### config.mk
export PLATFORM = sky130hd
export DESIGN_NAME = mi_ram
export DESIGN_NICKNAME = d
export VERILOG_FILES = /design/src/sv/assert_macros.svh /design/src/sv/mi_ram.sv
export SDC_FILE = /design/constraint.sdc
export NUM_CORES = 1
export LEC_CHECK = 0
export BUFFER_PORTS_ARGS = -buffer_cell sky130_fd_sc_hd__buf_2
export CORE_MARGIN = 4
export CORE_UTILIZATION = 60
export CTS_CLUSTER_DIAMETER = 30
export DETAILED_ROUTE_END_ITERATION = 12
export PLACE_DENSITY_LB_ADDON = 0.3
export SYNTH_ARGS = -nofsm -noshare
export SYNTH_HDL_FRONTEND = slang
export SYNTH_SLANG_ARGS = --single-unit
### constraint.sdc
create_clock -name clock -period 2.9 [get_ports clock]
set_input_delay 0.29 -clock clock [delete_from_list [all_inputs] [get_ports clock]]
set_output_delay 0.29 -clock clock [all_outputs]
set_load 0.02 [all_outputs]
### src/sv/assert_macros.svh
// Assertion macros shared by the RTL of the Moran's I engine.
// Depends on nothing; the including module supplies the clock and reset names.
`ifndef ASSERT_MACROS_SVH
`define ASSERT_MACROS_SVH

// Checks a property on every rising clock edge while reset is low.
`define ASSERT_CLK(label, prop) \
   label: assert property (@(posedge clock) disable iff (reset) prop) \
      else $error("assertion failed");

// Checks that a condition implies another condition in the next clock cycle.
`define ASSERT_NEXT(label, cond, expr) \
   `ASSERT_CLK(label, (cond) |=> (expr))

`endif

### src/sv/mi_ram.sv
// Generic single-port-write, single-port-read RAM with registered read data.
// Depends on nothing.
module mi_ram #(
   parameter int WIDTH = 16,
   parameter int DEPTH = 64
) (
   input  logic                     clock,
   input  logic                     we,
   input  logic [$clog2(DEPTH)-1:0] waddr,
   input  logic [WIDTH-1:0]         wdata,
   input  logic [$clog2(DEPTH)-1:0] raddr,
   output logic [WIDTH-1:0]         rdata
);

   logic [WIDTH-1:0] mem [DEPTH];

   always_ff @(posedge clock) begin
      if (we) begin
         mem[waddr] <= wdata;
      end
      rdata <= mem[raddr];
   end

endmodule

==> tab_implementation.tex <==
\begin{tabular}{lr}
\hline
Metric & Value \\
\hline
\multicolumn{2}{l}{\textbf{Setup path}} \\
Maximum fanout along the worst path & 1 \\
Number of stages on the worst setup path & 6 \\
Worst-path cell chain & mux4\_2, mux2i\_1, a22oi\_1, a31oi\_1, buf\_4, a311oi\_1 \\
Largest delay contributor family on the critical path & multiplexers \\
Combined buffer and inverter count along the critical path & 1 \\
End of the worst register-to-register path & rdata[9]\$\_DFF\_P\_ \\
R2r setup slk & 0.76 ns \\
CP startpoint kind & flop \\
Crit path capture type & flop \\
Required time reported for the critical path endpoint & 3.50 ns \\
Data arrival time of the critical path & 2.73 ns \\
Worst-path cell with the longest stage delay & sky130\_fd\_sc\_hd\_\_mux4\_2 \\
Delay of the slowest cell on the worst path & 0.46 ns \\
Critical path start-end classification & reg2reg \\
FF-to-FF path depth & 6 \\
Reg-to-reg startpoint & mem[7][9]\$\_DFFE\_PP\_ \\
\multicolumn{2}{l}{\textbf{Logic synthesis}} \\
Post-synthesis async set-or-reset flop share & 0 \\
Number of enable flip-flop cells after synthesis & 1024 \\
Syn nets & 1859 \\
Library cell with the largest summed area after synthesis & sky130\_fd\_sc\_hd\_\_edfxtp\_1 \\
Cells taking the most area after synthesis & sky130\_fd\_sc\_hd\_\_edfxtp\_1 77\%, sky130\_fd\_sc\_hd\_\_mux4\_2 12\%, sky130\_fd\_sc\_hd\_\_mux2i\_1 2.1\%, sky130\_fd\_sc\_hd\_\_dfxtp\_1 0.80\%, sky130\_fd\_sc\_hd\_\_mux2\_2 0.76\% \\
Synthesis warning total & 0 \\
Synth Area per Inst & 21.89 sq um \\
Count of different cell masters after synthesis & 43 \\
Number of synthesized register bits & 1040 \\
Number of instances in the synthesized netlist & 1829 \\
Synth Flop Type & sky130\_fd\_sc\_hd\_\_edfxtp\_1 \\
Post-synth design cell area & 0.04004 sq mm \\
Proportion of synthesized chip area in sequential cells & 0.7759 \\
Post-synth top area share & 0.7679 \\
\multicolumn{2}{l}{\textbf{Floorplanning}} \\
Total Die Area & 0.07093 sq mm \\
Die W & 266.3 um \\
Placeable Area & 0.06598 sq mm \\
Num rows & 94 \\
Starting Density & 0.6069 \\
Num ports & 46 \\
Die Span Y & 266.3 um \\
\multicolumn{2}{l}{\textbf{Pwr}} \\
Total power of the final layout & 36.72 mW \\
P per Cell Area & 776.6 mW/mm\^{}2 \\
Pleak & 15.49 nW \\
Peak ir drop on the vdd network & 0.0006641 V \\
\multicolumn{2}{l}{\textbf{Placement}} \\
Placed wire-length estimate after detailed placement & 55900 um \\
Port Buffers & 45 \\
Placement Setup Slack & 0.2505 ns \\
Placed cell areas & 0.04202 sq mm \\
Routability Congestion & 0.8485 \\
\multicolumn{2}{l}{\textbf{Timing}} \\
Final Cycle Share & 0.7365 \\
Fmax & 468.2 MHz \\
Post-route setup slack & 0.7642 ns \\
Maximum clock skew at final layout & 0.03073 ns \\
Max transition margin & 0.1229 \\
Hold Fails Final Rpt & 0 \\
Setup repair after global routing missed its margin & no \\
Number of max-slew violations in the final report & 0 \\
Transition at the pin with the smallest max-transition slack & 1.316 ns \\
Total negative slack & 0 ns \\
Final Critical Period & 2.136 ns \\
Setup Viol. Count Final & 0 \\
Worst Hold Slack & 0.03834 ns \\
\multicolumn{2}{l}{\textbf{Route}} \\
Vias after detailed routing & 20349 \\
Ratio of routed vias to standard cells & 6.583 \\
First drt pass iteration count & 5 \\
DRC violation total after the first TritonRoute iteration & 2643 \\
Routed wire length & 96210 um \\
Number of nets with antenna violations after detailed routing & 0 \\
Drt wl/cell & 31.12 um \\
DRC violations left & 0 \\
\multicolumn{2}{l}{\textbf{Clock network}} \\
Bufs on Longest Clock Path & 3 \\
Worst-skew pair later-pin latency & 0.74 ns \\
Number of clock sinks seen by CTS & 1040 \\
H-tree depth & 4 \\
Clock root buffer & sky130\_fd\_sc\_hd\_\_clkbuf\_16 \\
CTS clk-pin slew, worst paths & 0.05 ns \\
TritonCTS clock tree & done \\
Clock buffer count from CTS & 156 \\
\multicolumn{2}{l}{\textbf{Layout}} \\
Nets & 2118 \\
Growth of design area from synthesis to finish & 18.09\% \\
Fraction of layout cells with a size suffix above 1 & 0.3183 \\
Layout Cell Area excl Fill & 0.04728 sq mm \\
\multicolumn{2}{l}{\textbf{Global route}} \\
Global-route wire length before repair & 142200 um \\
Number of global-route vias before repair & 20638 \\
Aggregate global routing overflow & 0 \\
Number of antenna violations at the first check in global routing & 7 \\
Pin count of the biggest net entering global routing & 77 \\
Overall track demand over capacity in global routing & 0.2794 \\
\multicolumn{2}{l}{\textbf{Job}} \\
Number of max-cap violations & 0 \\
\multicolumn{2}{l}{\textbf{Worst hold path}} \\
Worst hold endpoint & mem[52][0]\$\_DFFE\_PP\_ \\
Hold path startpoint & wdata[0] \\
Hold Path Depth & 1 \\
Kind of path behind the tightest hold check & in2reg \\
\multicolumn{2}{l}{\textbf{Status}} \\
Status & completed \\
\hline
\end{tabular}
## repair_timing
item | CTS | global route
resized for setup | 0 | 0
setup buffers | 0 | 0
endpoints found under the hold margin | 14 | 0
hold buffers | 2 | 0
## cells in the final DEF (no fill, tap or decap), drive strengths merged, types with 18 or more instances in the layout
| cell type | synthesis | layout |
|---|---|---|
| nand2 | 60 | 60 |
| clkinv | 0 | 48 |
| inv | 0 | 18 |
| nor2b | 30 | 30 |
| clkbuf | 27 | 186 |
| mux4 | 224 | 224 |
| clkinvlp | 0 | 24 |
| buf | 77 | 202 |
| mux2 | 27 | 27 |
| nor2 | 74 | 74 |
| mux2i | 85 | 85 |
| nand3 | 24 | 24 |
| a22oi | 39 | 39 |
| edfxtp | 1024 | 1024 |
## synthesized netlist by cell type, drive strengths merged (8+ instances only)
| cell type | n |
|---|---|
| a211o | 8 |
| a211oi | 8 |
| a21oi | 17 |
| a221oi | 16 |
| a22oi | 39 |
| a311oi | 8 |
| a31oi | 8 |
| buf | 77 |
| clkbuf | 27 |
| dfxtp | 16 |
| edfxtp | 1024 |
| mux2 | 27 |
| mux2i | 85 |
| mux4 | 224 |
| nand2 | 60 |
| nand3 | 24 |
| nand4 | 12 |
| nor2 | 74 |
| nor2b | 30 |
| o21ai | 8 |
## layout make-up
cell class	instances	area [sq um]
repair buffers	205	1644
flip-flops and latches	1040	31070
diodes	6	15.01
clock inverters	106	1160
clock buffers	185	4065
fillers	3625	18700
well taps	864	1081
multi-input cells	685	8249
## layer usage
metal	GRT usage	wire (um)
met2	0.4397	47200
met3	0.06649	9987
met5	0	34
met1	0.3910	35560
met4	0.1051	3424
## through the flow
stage                       util  std cells
final                     0.7166       3091
after global routing      0.7164       3086
after CTS                 0.7164       3085
after detailed placement  0.6369       2792
after global placement    0.6369       2792
after floorplan                -       1829
## cells by family (layout without fill, tap and decap cells)
family,Yosys count,count (layout),synth area share
flip-flops,1040,1040,0.7759
multiplexers,336,336,0.1552
AND/OR/NAND/NOR,220,220,0.02647
AO/OA/AOI/OAI,129,129,0.02409
buffers and inverters,104,496,0.01831
other,0,6,0
## worst max path at each step
stage / from / endpoint / slack, ns
detailed placement: raddr[0] / rdata[13]$_DFF_P_ / 0.25
global placement: raddr[0] / rdata[15]$_DFF_P_ / 0.23
finish: mem[7][9]$_DFFE_PP_ / rdata[9]$_DFF_P_ / 0.76
global route: mem[5][15]$_DFFE_PP_ / rdata[15]$_DFF_P_ / 0.73
CTS: mem[5][4]$_DFFE_PP_ / rdata[4]$_DFF_P_ / 0.82
floorplan: waddr[3] / mem[48][0]$_DFFE_PP_ / 0.58
## sequential cells by signal (all words and copies together) (netlist names)
name	count
rdata	16
mem	1024
## power by group
| part | internal, mW | total, mW | switching [mW] |
|---|---|---|---|
| clock network | 11.6 | 18.3 | 6.78 |
| registers | 16.7 | 16.7 | 0.0628 |
| logic | 0.612 | 1.65 | 1.04 |
| total | 28.8 | 36.7 | 7.88 |
No activity file was read; power rests on OpenSTA's default activity.
