`config.mk`:
```
export PLATFORM = sky130hd
export DESIGN_NAME = mi_div
export DESIGN_NICKNAME = d
export VERILOG_FILES = /design/src/sv/assert_macros.svh /design/src/sv/mi_pkg.sv /design/src/sv/mi_div.sv
export SDC_FILE = /design/constraint.sdc
export NUM_CORES = 1
export LEC_CHECK = 0
export BUFFER_PORTS_ARGS = -buffer_cell sky130_fd_sc_hd__buf_2
export CELL_PAD_IN_SITES_DETAIL_PLACEMENT = 1
export CELL_PAD_IN_SITES_GLOBAL_PLACEMENT = 1
export CORE_MARGIN = 2
export CORE_UTILIZATION = 47
export DETAILED_ROUTE_END_ITERATION = 7
export GPL_ROUTABILITY_DRIVEN = 0
export PLACE_DENSITY = 0.82
export SLEW_MARGIN = 20
export SYNTH_ARGS = -nofsm -noshare
export SYNTH_HDL_FRONTEND = slang
export SYNTH_SLANG_ARGS = --single-unit
```
`constraint.sdc`:
```
create_clock -name clock -period 5.8 [get_ports clock]
set_input_delay 0.87 -clock clock [delete_from_list [all_inputs] [get_ports clock]]
set_output_delay 0.87 -clock clock [all_outputs]
set_load 0.01 [all_outputs]
```
`src/sv/assert_macros.svh`:
```
// Assertion macros shared by the RTL of the Moran's I engine.
// Depends on nothing; the including module supplies the clock and reset names.
`ifndef ASSERT_MACROS_SVH
`define ASSERT_MACROS_SVH

// Checks a property on every rising clock edge while reset is low.
`define ASSERT_CLK(label, prop) \
   label: assert property (@(posedge clock) disable iff (reset) prop) \
      else $error("assertion failed");

// Checks that a condition implies another condition in the next clock cycle.
`define ASSERT_NEXT(label, cond, expr) \
   `ASSERT_CLK(label, (cond) |=> (expr))

`endif

```
`src/sv/mi_pkg.sv`:
```
// Package for the Moran's I engine: sizes, codes, states and control structs.
// Depends on nothing; mi_mac, mi_div and moran_i_statistic import it.
package mi_pkg;

   localparam int MAX_OBS = 64;
   localparam int OBS_AW  = $clog2(MAX_OBS);
   localparam int WGT_AW  = 2 * OBS_AW;
   localparam int IDX_W   = OBS_AW + 1;
   localparam int CNT_W   = 7;

   localparam int OP_W    = 25;
   localparam int PROD_W  = 2 * OP_W;
   localparam int ACC_W   = 100;
   localparam int ZP_W    = 23;
   localparam int SUMW_W  = 28;
   localparam int SZ2_W   = 52;
   localparam int DEN_W   = 81;
   localparam int DIVR_W  = DEN_W + 1;
   localparam int NUM_W   = 100;
   localparam int DCNT_W  = $clog2(NUM_W + 1);

   localparam logic [1:0] CMD_LOAD_OBS = 2'd0;
   localparam logic [1:0] CMD_LOAD_WGT = 2'd1;
   localparam logic [1:0] CMD_COMPUTE  = 2'd2;

   localparam logic [1:0] ST_OK       = 2'd0;
   localparam logic [1:0] ST_ZERO_DEN = 2'd1;
   localparam logic [1:0] ST_SAT      = 2'd2;

   typedef enum logic [3:0] {
      S_IDLE,
      S_SUMY,
      S_ZP,
      S_SUMZ2,
      S_ROWZ,
      S_ROWZD,
      S_ROWW,
      S_TERM,
      S_DEN,
      S_NUM,
      S_DIV,
      S_OUT
   } seq_state_type;

   // One operation for the shared multiply-accumulate unit.
   typedef struct packed {
      logic       valid;
      logic       acc_en;
      logic       dest;
      logic       clear;
      logic [1:0] shift;
   } mac_op_type;

   // Issue slot: a memory read was started for this loop index.
   typedef struct packed {
      logic             valid;
      logic [IDX_W-1:0] idx;
   } iss_type;

endpackage

```
`src/sv/mi_div.sv`:
```
// Restoring divider, one quotient bit per cycle, unsigned operands.
// Depends on mi_pkg for the operand widths.
module mi_div
   import mi_pkg::*;
(
   input  logic              clock,
   input  logic              reset,
   input  logic              start,
   input  logic [NUM_W-1:0]  num,
   input  logic [DIVR_W-1:0] den,
   output logic              busy,
   output logic              done,
   output logic [NUM_W-1:0]  quo
);

   logic              busy_ff, busy_in;
   logic              done_ff, done_in;
   logic [DCNT_W-1:0] cnt_ff, cnt_in;
   logic [NUM_W-1:0]  q_ff, q_in;
   logic [DIVR_W-1:0] rem_ff, rem_in;
   logic [DIVR_W-1:0] den_ff, den_in;
   logic [DIVR_W:0]   rem_sh;
   logic [DIVR_W+1:0] diff;

   always_comb begin
      busy_in = busy_ff;
      done_in = 1'b0;
      cnt_in  = cnt_ff;
      q_in    = q_ff;
      rem_in  = rem_ff;
      den_in  = den_ff;
      rem_sh  = {rem_ff, q_ff[NUM_W-1]};
      diff    = {1'b0, rem_sh} - {2'b00, den_ff};
      if (start) begin
         busy_in = 1'b1;
         cnt_in  = '0;
         q_in    = num;
         rem_in  = '0;
         den_in  = den;
      end else if (busy_ff) begin
         // The quotient bit shifts in where the numerator bit left.
         if (!diff[DIVR_W+1]) begin
            rem_in = diff[DIVR_W-1:0];
            q_in   = {q_ff[NUM_W-2:0], 1'b1};
         end else begin
            rem_in = rem_sh[DIVR_W-1:0];
            q_in   = {q_ff[NUM_W-2:0], 1'b0};
         end
         cnt_in = cnt_ff + 1'b1;
         if (cnt_ff == DCNT_W'(NUM_W - 1)) begin
            busy_in = 1'b0;
            done_in = 1'b1;
         end
      end
   end

   always_ff @(posedge clock) begin
      if (reset) begin
         busy_ff <= 1'b0;
         done_ff <= 1'b0;
      end else begin
         busy_ff <= busy_in;
         done_ff <= done_in;
      end
   end

   always_ff @(posedge clock) begin
      cnt_ff <= cnt_in;
      q_ff   <= q_in;
      rem_ff <= rem_in;
      den_ff <= den_in;
   end

   assign busy = busy_ff;
   assign done = done_ff;
   assign quo  = q_ff;

endmodule

```
==> results_dict.tcl <==
set metrics [dict create \
    finalNetCount 2103 \
    setup_violations 0 \
    dp_hpwl_um 34270 \
    worst_pin_slew_ns 0.9271 \
    synthCells 1599 \
    peakVddDrop_uv 282.8 \
    final-instance-count-excl-fill 2303 \
    die_h_um 186.7 \
    vias_per_cell 5.758 \
    rsz0062_at_grt "no" \
    critical_path_arrival_ns 4.85 \
    r2r-end "rem_ff[58]" \
    hold_path_class "primary input to register" \
    firstDrtPassIters 7 \
    r2r_slack_ns 1.45 \
    start_util_pct 47.96 \
    post-cts-setup-buffers 0 \
    critPathTopFamily "compound AO/OA/AOI/OAI gates" \
    cts_inserted_buffers 31 \
    clk_path_buf_depth 3 \
    synth_edf_count 182 \
    whs_path_depth 2 \
    final.min_clock_period_ns 4.350 \
    grt_use_total_pct 26.67 \
    ctsHoldBuffers 0 \
    post_cts_resized 0 \
    core_area_um2 32700 \
    report.final.slew_viol_count 0 \
    clock_latency_ns 0.60 \
    finalCritPeriodShare_pct 75.00 \
    synth_area_leaders "edfxtp_1, dfxtp_1, mux2_2" \
    drt_wl_total_um 47650 \
    p_leak_nw 7.721 \
    fillers 3786 \
    syn_nets 1868 \
    worst_ep_required_time_ns 6.30 \
    htree_levels 1 \
    io_pins 287 \
    syn_area_um2 15690 \
    critical-path-max-stage-delay_ns 0.63 \
    wire_per_inst_um 20.69 \
    power_density_nw_per_um2 302.3 \
    postLayoutCoreUtil_pct 56.53 \
    finalSetupTns_ns 0 \
    yosysUniqueCellTypes 69 \
    relSlewSlack_pct 38.19 \
    cts_tree "built" \
    mostFrequentLayoutCells "buf_2, nand2_1, edfxtp_1, a21oi_1, nor2_1" \
    dieArea_um2 34850 \
    status "finished, final reports clean" \
    io_buffers 286 \
    clock_skew_ns 0.01678 \
    grt_max_degree 161 \
    reg2reg_depth 15 \
    antenna_found_initial 5 \
    drt_iter0_markers 663 \
    synth_largest_area_cell "edfxtp_1" \
    placedCellCount 2243 \
    slowest_stage "o41ai_1" \
    layout_commonest_cell "buf_2" \
    fp-row-count 66 \
    overflow 0 \
    yosysWarnings 0 \
    syn_area_per_cell_um2 9.809 \
    drive_above_1_share_pct 24.69 \
    hold_end "busy" \
    clk_pin_slew_ns 0.06 \
    clock.fmax_ghz 0.2299 \
    ys_seq_area_share_pct 46.46 \
    path_cells "inv_1, ha_1, inv_1, fa_1, a21oi_1, o21ai_1, a21oi_1, o31ai_1, a31oi_1, o41ai_1, a31oi_1, o21ai_0, xor2_1, mux2i_1, a211oi_1" \
    die_w_um 186.7 \
    min_from "reset" \
    crit_type "register to register" \
    cts.sinks 273 \
    r2r_start "quo[99]" \
    grt_pass1_wl_um 75510 \
    grt_pass1_vias 14107 \
    crit_buf_inv 2 \
    drcViolationCount 0 \
    drv_cap 0 \
    ys_async_sr_fraction_pct 0 \
    start_kind "register" \
    endpoint_kind "register" \
    vias 13260 \
    cts.root.buffer_cell "clkbuf_16" \
    syn_to_final_growth_pct 17.86 \
    synth-main-ff-cell "edfxtp_1" \
    hold_viol 0 \
    worstPathMaxFanout 5 \
    ys_ff_latch 273 \
    synth_top_area_share_pct 34.84 \
    ant_nets 0 \
]
[cells in the mapped netlist, types with 27 or more instances]
master / number
nand2_1: 188
nand4_1: 27
o21ai_0: 73
inv_1: 95
a21oi_1: 132
edfxtp_1: 182
mux2_2: 100
nor2_1: 129
a21o_1: 43
clkbuf_1: 75
xor2_1: 37
a311oi_1: 38
dfxtp_1: 91
ha_1: 83
xnor2_1: 41
[where the power goes]
group / switching, mW / internal [mW]
combinational: 0.695 / 0.455
clock: 0.841 / 1.24
sequential: 0.0955 / 2.26
[state kept, by name, indices dropped and copies added (netlist names)]
register  flops
busy          1
cnt_ff        7
den_ff       82
done          1
quo         100
rem_ff       82
[worst max-delay path by stage]
stage,from,endpoint,cells past startpoint,slack [ns]
floorplan,start,quo[0],4,1.99
global placement,quo[99],rem_ff[58],15,1.68
detailed placement,quo[99],rem_ff[58],15,1.50
CTS,quo[99],rem_ff[58],15,1.47
global route,quo[99],rem_ff[58],15,1.18
finish,quo[99],rem_ff[58],15,1.45
[logic make-up (layout without fill, tap and decap cells)]
group | after synthesis | count (layout) | share of synthesized area, %
other | 0 | 2 | 0
buffers and inverters | 187 | 447 | 4.595
xor gates and xnor gates | 78 | 78 | 4.355
AOI/OAI and AO/OA | 425 | 425 | 17.37
and+or+nand+nor | 435 | 435 | 12.20
adders and majority gates | 84 | 84 | 6.749
muxes | 117 | 117 | 8.264
DFF | 273 | 273 | 46.46
[stage by stage]
step	hold WS, ns	worst slack, ns	area [um2]	power, mW
floorplan	0.4348	1.992	15690	3.140
global placement	0.4569	1.678	17390	3.482
detailed placement	0.4693	1.504	17390	3.529
CTS	0.4150	1.474	18480	5.632
global route	0.4238	1.182	18480	5.837
finish	0.4407	1.450	18490	5.589
[final cells by class]
| type | count | area [um2] | share of cell area (%) |
|---|---|---|---|
| Inverter | 96 | 362.8 | 1.963 |
| Antenna cell | 2 | 5.005 | 0.02707 |
| Clock buffer | 45 | 920.9 | 4.981 |
| Timing Repair Buffer | 293 | 1510 | 8.169 |
| Sequential cell | 273 | 7291 | 39.44 |
| Multi-Input combinational cell | 1139 | 7681 | 41.55 |
| Tap cell | 442 | 553.0 | 2.992 |
| Clock inverter | 13 | 162.7 | 0.8799 |
[per-layer routing]
layer	track usage [%]	wire, um	up-vias
met5	0	52	-
met4	10.10	1799	8
met3	6.150	2772	115
met2	47.91	23830	383
met1	30.80	19190	6458
li1	-	-	6296
Note: power is estimated with default switching activity, not from simulation.
