**src/sv/assert_macros.svh**
```systemverilog
// Assertion macros shared by the RTL of the Moran's I engine.
// Depends on nothing; the including module supplies the clock and reset names.
`ifndef ASSERT_MACROS_SVH
`define ASSERT_MACROS_SVH

// Checks a property on every rising clock edge while reset is low.
`define ASSERT_CLK(label, prop) \
   label: assert property (@(posedge clock) disable iff (reset) prop) \
      else $error("assertion failed");

// Checks that a condition implies another condition in the next clock cycle.
`define ASSERT_NEXT(label, cond, expr) \
   `ASSERT_CLK(label, (cond) |=> (expr))

`endif

```
**src/sv/mi_pkg.sv**
```systemverilog
// Package for the Moran's I engine: sizes, codes, states and control structs.
// Depends on nothing; mi_mac, mi_div and moran_i_statistic import it.
package mi_pkg;

   localparam int MAX_OBS = 64;
   localparam int OBS_AW  = $clog2(MAX_OBS);
   localparam int WGT_AW  = 2 * OBS_AW;
   localparam int IDX_W   = OBS_AW + 1;
   localparam int CNT_W   = 7;

   localparam int OP_W    = 25;
   localparam int PROD_W  = 2 * OP_W;
   localparam int ACC_W   = 100;
   localparam int ZP_W    = 23;
   localparam int SUMW_W  = 28;
   localparam int SZ2_W   = 52;
   localparam int DEN_W   = 81;
   localparam int DIVR_W  = DEN_W + 1;
   localparam int NUM_W   = 100;
   localparam int DCNT_W  = $clog2(NUM_W + 1);

   localparam logic [1:0] CMD_LOAD_OBS = 2'd0;
   localparam logic [1:0] CMD_LOAD_WGT = 2'd1;
   localparam logic [1:0] CMD_COMPUTE  = 2'd2;

   localparam logic [1:0] ST_OK       = 2'd0;
   localparam logic [1:0] ST_ZERO_DEN = 2'd1;
   localparam logic [1:0] ST_SAT      = 2'd2;

   typedef enum logic [3:0] {
      S_IDLE,
      S_SUMY,
      S_ZP,
      S_SUMZ2,
      S_ROWZ,
      S_ROWZD,
      S_ROWW,
      S_TERM,
      S_DEN,
      S_NUM,
      S_DIV,
      S_OUT
   } seq_state_type;

   // One operation for the shared multiply-accumulate unit.
   typedef struct packed {
      logic       valid;
      logic       acc_en;
      logic       dest;
      logic       clear;
      logic [1:0] shift;
   } mac_op_type;

   // Issue slot: a memory read was started for this loop index.
   typedef struct packed {
      logic             valid;
      logic [IDX_W-1:0] idx;
   } iss_type;

endpackage

```
**src/sv/mi_mac.sv**
```systemverilog
// Shared signed 25x25 multiplier with two wide accumulators.
// Depends on mi_pkg. The product is registered before the accumulate stage.
module mi_mac
   import mi_pkg::*;
(
   input  logic                     clock,
   input  logic                     reset,
   input  mac_op_type               op,
   input  logic signed [OP_W-1:0]   op_a,
   input  logic signed [OP_W-1:0]   op_b,
   output logic signed [PROD_W-1:0] prod,
   output logic signed [ACC_W-1:0]  acc0,
   output logic signed [ACC_W-1:0]  acc1,
   output logic                     busy
);

   mac_op_type               pop_ff;
   logic signed [PROD_W-1:0] prod_ff;
   logic signed [ACC_W-1:0]  acc0_ff;
   logic signed [ACC_W-1:0]  acc1_ff;
   logic signed [PROD_W-1:0] mul_in;
   logic signed [ACC_W-1:0]  prod_ext;
   logic signed [ACC_W-1:0]  addend;
   logic signed [ACC_W-1:0]  base;
   logic signed [ACC_W-1:0]  sum_in;

   assign mul_in   = op_a * op_b;
   assign prod_ext = ACC_W'(prod_ff);

   always_comb begin
      case (pop_ff.shift)
         2'd0:    addend = prod_ext;
         2'd1:    addend = prod_ext <<< 24;
         2'd2:    addend = prod_ext <<< 48;
         default: addend = prod_ext <<< 72;
      endcase
      if (pop_ff.clear) begin
         base = '0;
      end else if (pop_ff.dest) begin
         base = acc1_ff;
      end else begin
         base = acc0_ff;
      end
      sum_in = base + addend;
   end

   always_ff @(posedge clock) begin
      if (reset) begin
         pop_ff <= '0;
      end else begin
         pop_ff <= op;
      end
   end

   always_ff @(posedge clock) begin
      prod_ff <= mul_in;
      if (pop_ff.valid && pop_ff.acc_en) begin
         if (pop_ff.dest) begin
            acc1_ff <= sum_in;
         end else begin
            acc0_ff <= sum_in;
         end
      end
   end

   assign prod = prod_ff;
   assign acc0 = acc0_ff;
   assign acc1 = acc1_ff;
   assign busy = pop_ff.valid;

endmodule

```
**config.mk**
```make
export PLATFORM = sky130hd
export DESIGN_NAME = mi_mac
export DESIGN_NICKNAME = d
export VERILOG_FILES = /design/src/sv/assert_macros.svh /design/src/sv/mi_pkg.sv /design/src/sv/mi_mac.sv
export SDC_FILE = /design/constraint.sdc
export NUM_CORES = 2
export LEC_CHECK = 0
export BUFFER_PORTS_ARGS = -buffer_cell sky130_fd_sc_hd__clkbuf_2
export CAP_MARGIN = 5
export CORE_ASPECT_RATIO = 0.5
export CORE_MARGIN = 1
export CORE_UTILIZATION = 35
export CTS_CLUSTER_DIAMETER = 40
export DETAILED_ROUTE_END_ITERATION = 7
export GPL_TIMING_DRIVEN = 0
export PLACE_DENSITY_LB_ADDON = 0.25
export SLEW_MARGIN = 0
export SYNTH_ARGS = -nofsm -noshare
export SYNTH_HDL_FRONTEND = slang
export SYNTH_SLANG_ARGS = --single-unit
```
**constraint.sdc**
```tcl
create_clock -name clock -period 15.3 [get_ports clock]
set_input_delay 3.06 -clock clock [delete_from_list [all_inputs] [get_ports clock]]
set_output_delay 3.06 -clock clock [all_outputs]
set_load 0.005 [all_outputs]
```
==> run summary <==
The total of flip-flops plus latches after synthesis came out at 256. The worst setup path is launched from an input pin. The number of remaining DRC errors is 0. The routed layout has 30210 vias. The area growth from synthesis to layout is 13.22%. Headroom to the max-slew limit came out at 17.71%.

The starting DRC count in detailed routing is 2588. The async set or reset register ratio after synthesis came out at 0%. The tightest min-delay check is of the register to register type.

The highest fanout seen on the critical path is 10. The first global-routing pass estimated 206.7 mm of wire. Leaving out fill and tap cells, the most frequent cells in the layout are inv_1, fa_1, nand2_1, and2_1, clkbuf_2. STA classifies the critical path endpoint as a register. Summing the areas of all compound-gate instances in the mapped netlist gives 8.896% of the synthesized area.

Setup repair after global routing left no endpoint under its margin. The number of failing hold endpoints at the final stage is 0. The hold-fix buffer count after cts is 0.

The detailed-route wire length per cell is 24.18 um. Counting along the longest clock path gives a buffer depth of 3. The transition time of the tightest slew-check pin came out at 1.234 ns.

The detailed placer's ending HPWL is 117.5 mm. The total negative setup slack is 0 ns. Following the worst setup path forward leads to its endpoint at prod[48]. The layout has 10780 filler cells. After the flow finishes, the layout carries non-filler instances totaling 5858.

Entering global routing, the biggest net connects 57 pins. The overflow left after global routing is 0. The number of buffers inserted to repair setup after CTS came out at 0. The setup slack of the critical path after layout came out at 3.562 ns.

The area fraction in and, or, nand and nor cells after synthesis came out at 14.70%. Across the run, the number of max-cap violations was 0. Yosys mapped the design onto 80 distinct sky130hd cell types. The worst register-to-register path ends at acc0[76].

The dominant combinational cell family by area after synthesis is adder cells. The global-route met1 utilization came out at 33.34%. The share of synthesized area spent on multiplexers came out at 3.273%.

In this run, placement finished with an instance count of 5770. After synthesis, flip-flops and latches occupy 18.64% of the total area. The number of antenna-violating nets in the routed design is 0.

The insertion delay to the later sink of the worst-skew pair is 0.59 ns. The full die area came out at 110600 um2. The number of cell instances on the worst register-to-register path came out at 21. The number of instances in the synthesized netlist came out at 4026. The primary flip-flop cell chosen by synthesis mapping is edfxtp_1.

The timing startpoint of the critical path is op_b[5]. Leaving out fill and tap cells, the most frequent cell in the layout is inv_1. The post-route netlist has 9.545% of its cells at a drive strength greater than 1. Summing the areas of all xor and xnor instances in the mapped netlist gives 3.437% of the synthesized area. The count of flip-flops with a built-in enable after synthesis is 200.

The number of standard-cell rows in the floorplan came out at 85. The final net count is 5340. The post-place instance area is 41650 um2. The last weighted congestion value of the routability-driven placer is 0.9580.

Static timing analysis puts the maximum clock frequency at 0.08519 GHz. The number of antenna violations at the first check in global routing is 7. The total count of max-transition violations in the final report came out at 0. The global-route met2 utilization came out at 41.58%. The number of buffers created by CTS came out at 46. The clock tree from TritonCTS is done. The number of buffers added on ports is 305. Setup violations remaining at the end of the flow were counted as 0. The arrival time of data at the critical path endpoint came out at 12.21 ns. The setup slack after placement is 2.884 ns. The average footprint of a synthesized cell is 9.496 um2. The die is 469.4 um wide.

The number of instances resized during post-cts repair is 0. The number of ports placed on the die boundary is 309. The average via count per standard cell came out at 5.157. The combined area of all synthesized cells is 38230 um2. The via count of the first global-routing pass came out at 31470.

The portion of the clock cycle consumed by the worst path in the final layout came out at 76.72%. The required time of the critical path came out at 15.77 ns. The routing usage on met3 came out at 4.661%.

The origin of the critical flop-to-flop path is pop_ff[3]. The adder-cell share of the synthesized area came out at 42.36%. Clock-pin slew was measured on the worst setup and hold paths at 0.06 ns. The cell that appears most often on the critical path is fa_1.

The finished cells cover 43280 um2. The largest area contributor in the netlist is fa_1. The layer with the highest usage after global routing is met2.

The wire length after detailed routing came out at 141.7 mm. The clock drives 256 sinks. The floorplan core area came out at 107900 um2. The die boundary height is 235.7 um.

The post-synth net total is 4983. Sorting the synthesized cells by area gives the leading types as fa_1, edfxtp_1, ha_1. Clock skew on the completed layout was measured at 0.03235 ns. The root buffer cell chosen for the clock tree is clkbuf_16. The minimum clock period after layout came out at 11.74 ns. The portion of synthesized cell area occupied by the leading cell type is 34.51%. By startpoint and endpoint, the worst setup path is classified as input pin to register. The delay of the slowest cell on the worst path came out at 0.75 ns. Global routing consumed, over all layers together, 25.34% of the routing resources. The flow ran to the end, and the final reports show no timing, DRC or antenna violations.

The largest individual stage delay along the critical path comes from the cell clkbuf_1. The first-pass iteration count of the detailed router came out at 6. The minimum setup slack among reg-to-reg paths is 7.94 ns.

The warning count from the yosys run came out at 0. The starting density of the core is 35.41%. The H-tree generated during clock tree synthesis spans 2 levels.
final cells by class:
class / count / area (um2) / area share, %
inverter: 691 / 2594 / 5.993
antenna: 2 / 5.005 / 0.01156
clock buffer: 47 / 1155 / 2.668
sequential: 256 / 7127 / 16.47
clock inverter: 39 / 470.5 / 1.087
multi-input combinational: 2886 / 27790 / 64.21
timing repair buffer: 309 / 1614 / 3.729
tap: 1435 / 1795 / 4.148
buffer: 193 / 729.5 / 1.685
cell families after synthesis:
logic type | after synthesis
mux | 125
fa+ha+maj | 899
simple gates | 1171
compound gates | 541
flops | 256
buf+inv | 884
xor+xnor | 150
sequential cells by signal, indices dropped and copies added (netlist names):
signal  cells
acc1      100
busy        1
pop_ff      5
acc0      100
prod       50
synth_stat cells, drive strengths merged (3+ instances only):
cell,number
dfxtp,56
nor2b,20
and2,336
nor3,16
a21oi,205
and4,7
o21bai,21
o22ai,3
nand4,33
a21o,66
a311oi,4
o31ai,8
buf,14
fa,659
mux2i,125
o21a,22
o211ai,11
nand3,26
and3,13
clkbuf,179
nand2,428
a31oi,17
or2,4
xor2,49
o21ai,112
xnor2,101
edfxtp,200
a31o,4
o41ai,4
ha,240
nand2b,29
a21boi,11
o31a,3
a211oi,14
nor2,247
inv,690
a41oi,7
metal layers:
layer | up-vias | share of wire, %
met4 | 6 | 4.1
met1 | 15260 | 42
li1 | 13460 | -
met5 | - | 0.029
met2 | 1200 | 46
met3 | 281 | 7.3
per-stage QoR:
| stage | util (%) | hold WS [ns] |
|---|---|---|
| 3_3_place_gp | 38.49 | 0.7686 |
| 4_1_cts | 40.09 | 0.7536 |
| 6_report | 40.10 | 0.7403 |
| 5_1_grt | 40.09 | 0.7688 |
| 3_5_place_dp | 38.58 | 0.7539 |
| 2_1_floorplan | - | 0.7057 |
how the worst min path moves through the flow:
stage / from / endpoint / slack (ns) / cells past startpoint
CTS: pop_ff[4] / acc0[93] / 0.75 / 2
floorplan: prod[0] / acc0[0] / 0.71 / 2
global placement: acc1[0] / acc0[0] / 0.77 / 3
finish: pop_ff[4] / acc0[93] / 0.74 / 2
detailed placement: pop_ff[4] / acc0[96] / 0.75 / 2
global route: pop_ff[4] / acc0[93] / 0.77 / 2
critical path, delay by kind of cell:
| family | cells | cell delay [ns] |
|---|---|---|
| AO/OA/AOI/OAI | 8 | 2.05 |
| buffers and inverters | 8 | 1.97 |
| AND/OR/NAND/NOR | 5 | 1.12 |
| XOR/XNOR | 1 | 0.14 |
| adder cells (fa/ha/maj) | 8 | 3.84 |
Power is left out: the tool's default activity adds up to more than one toggle a clock period on the data nets, which glitch-free logic cannot reach.
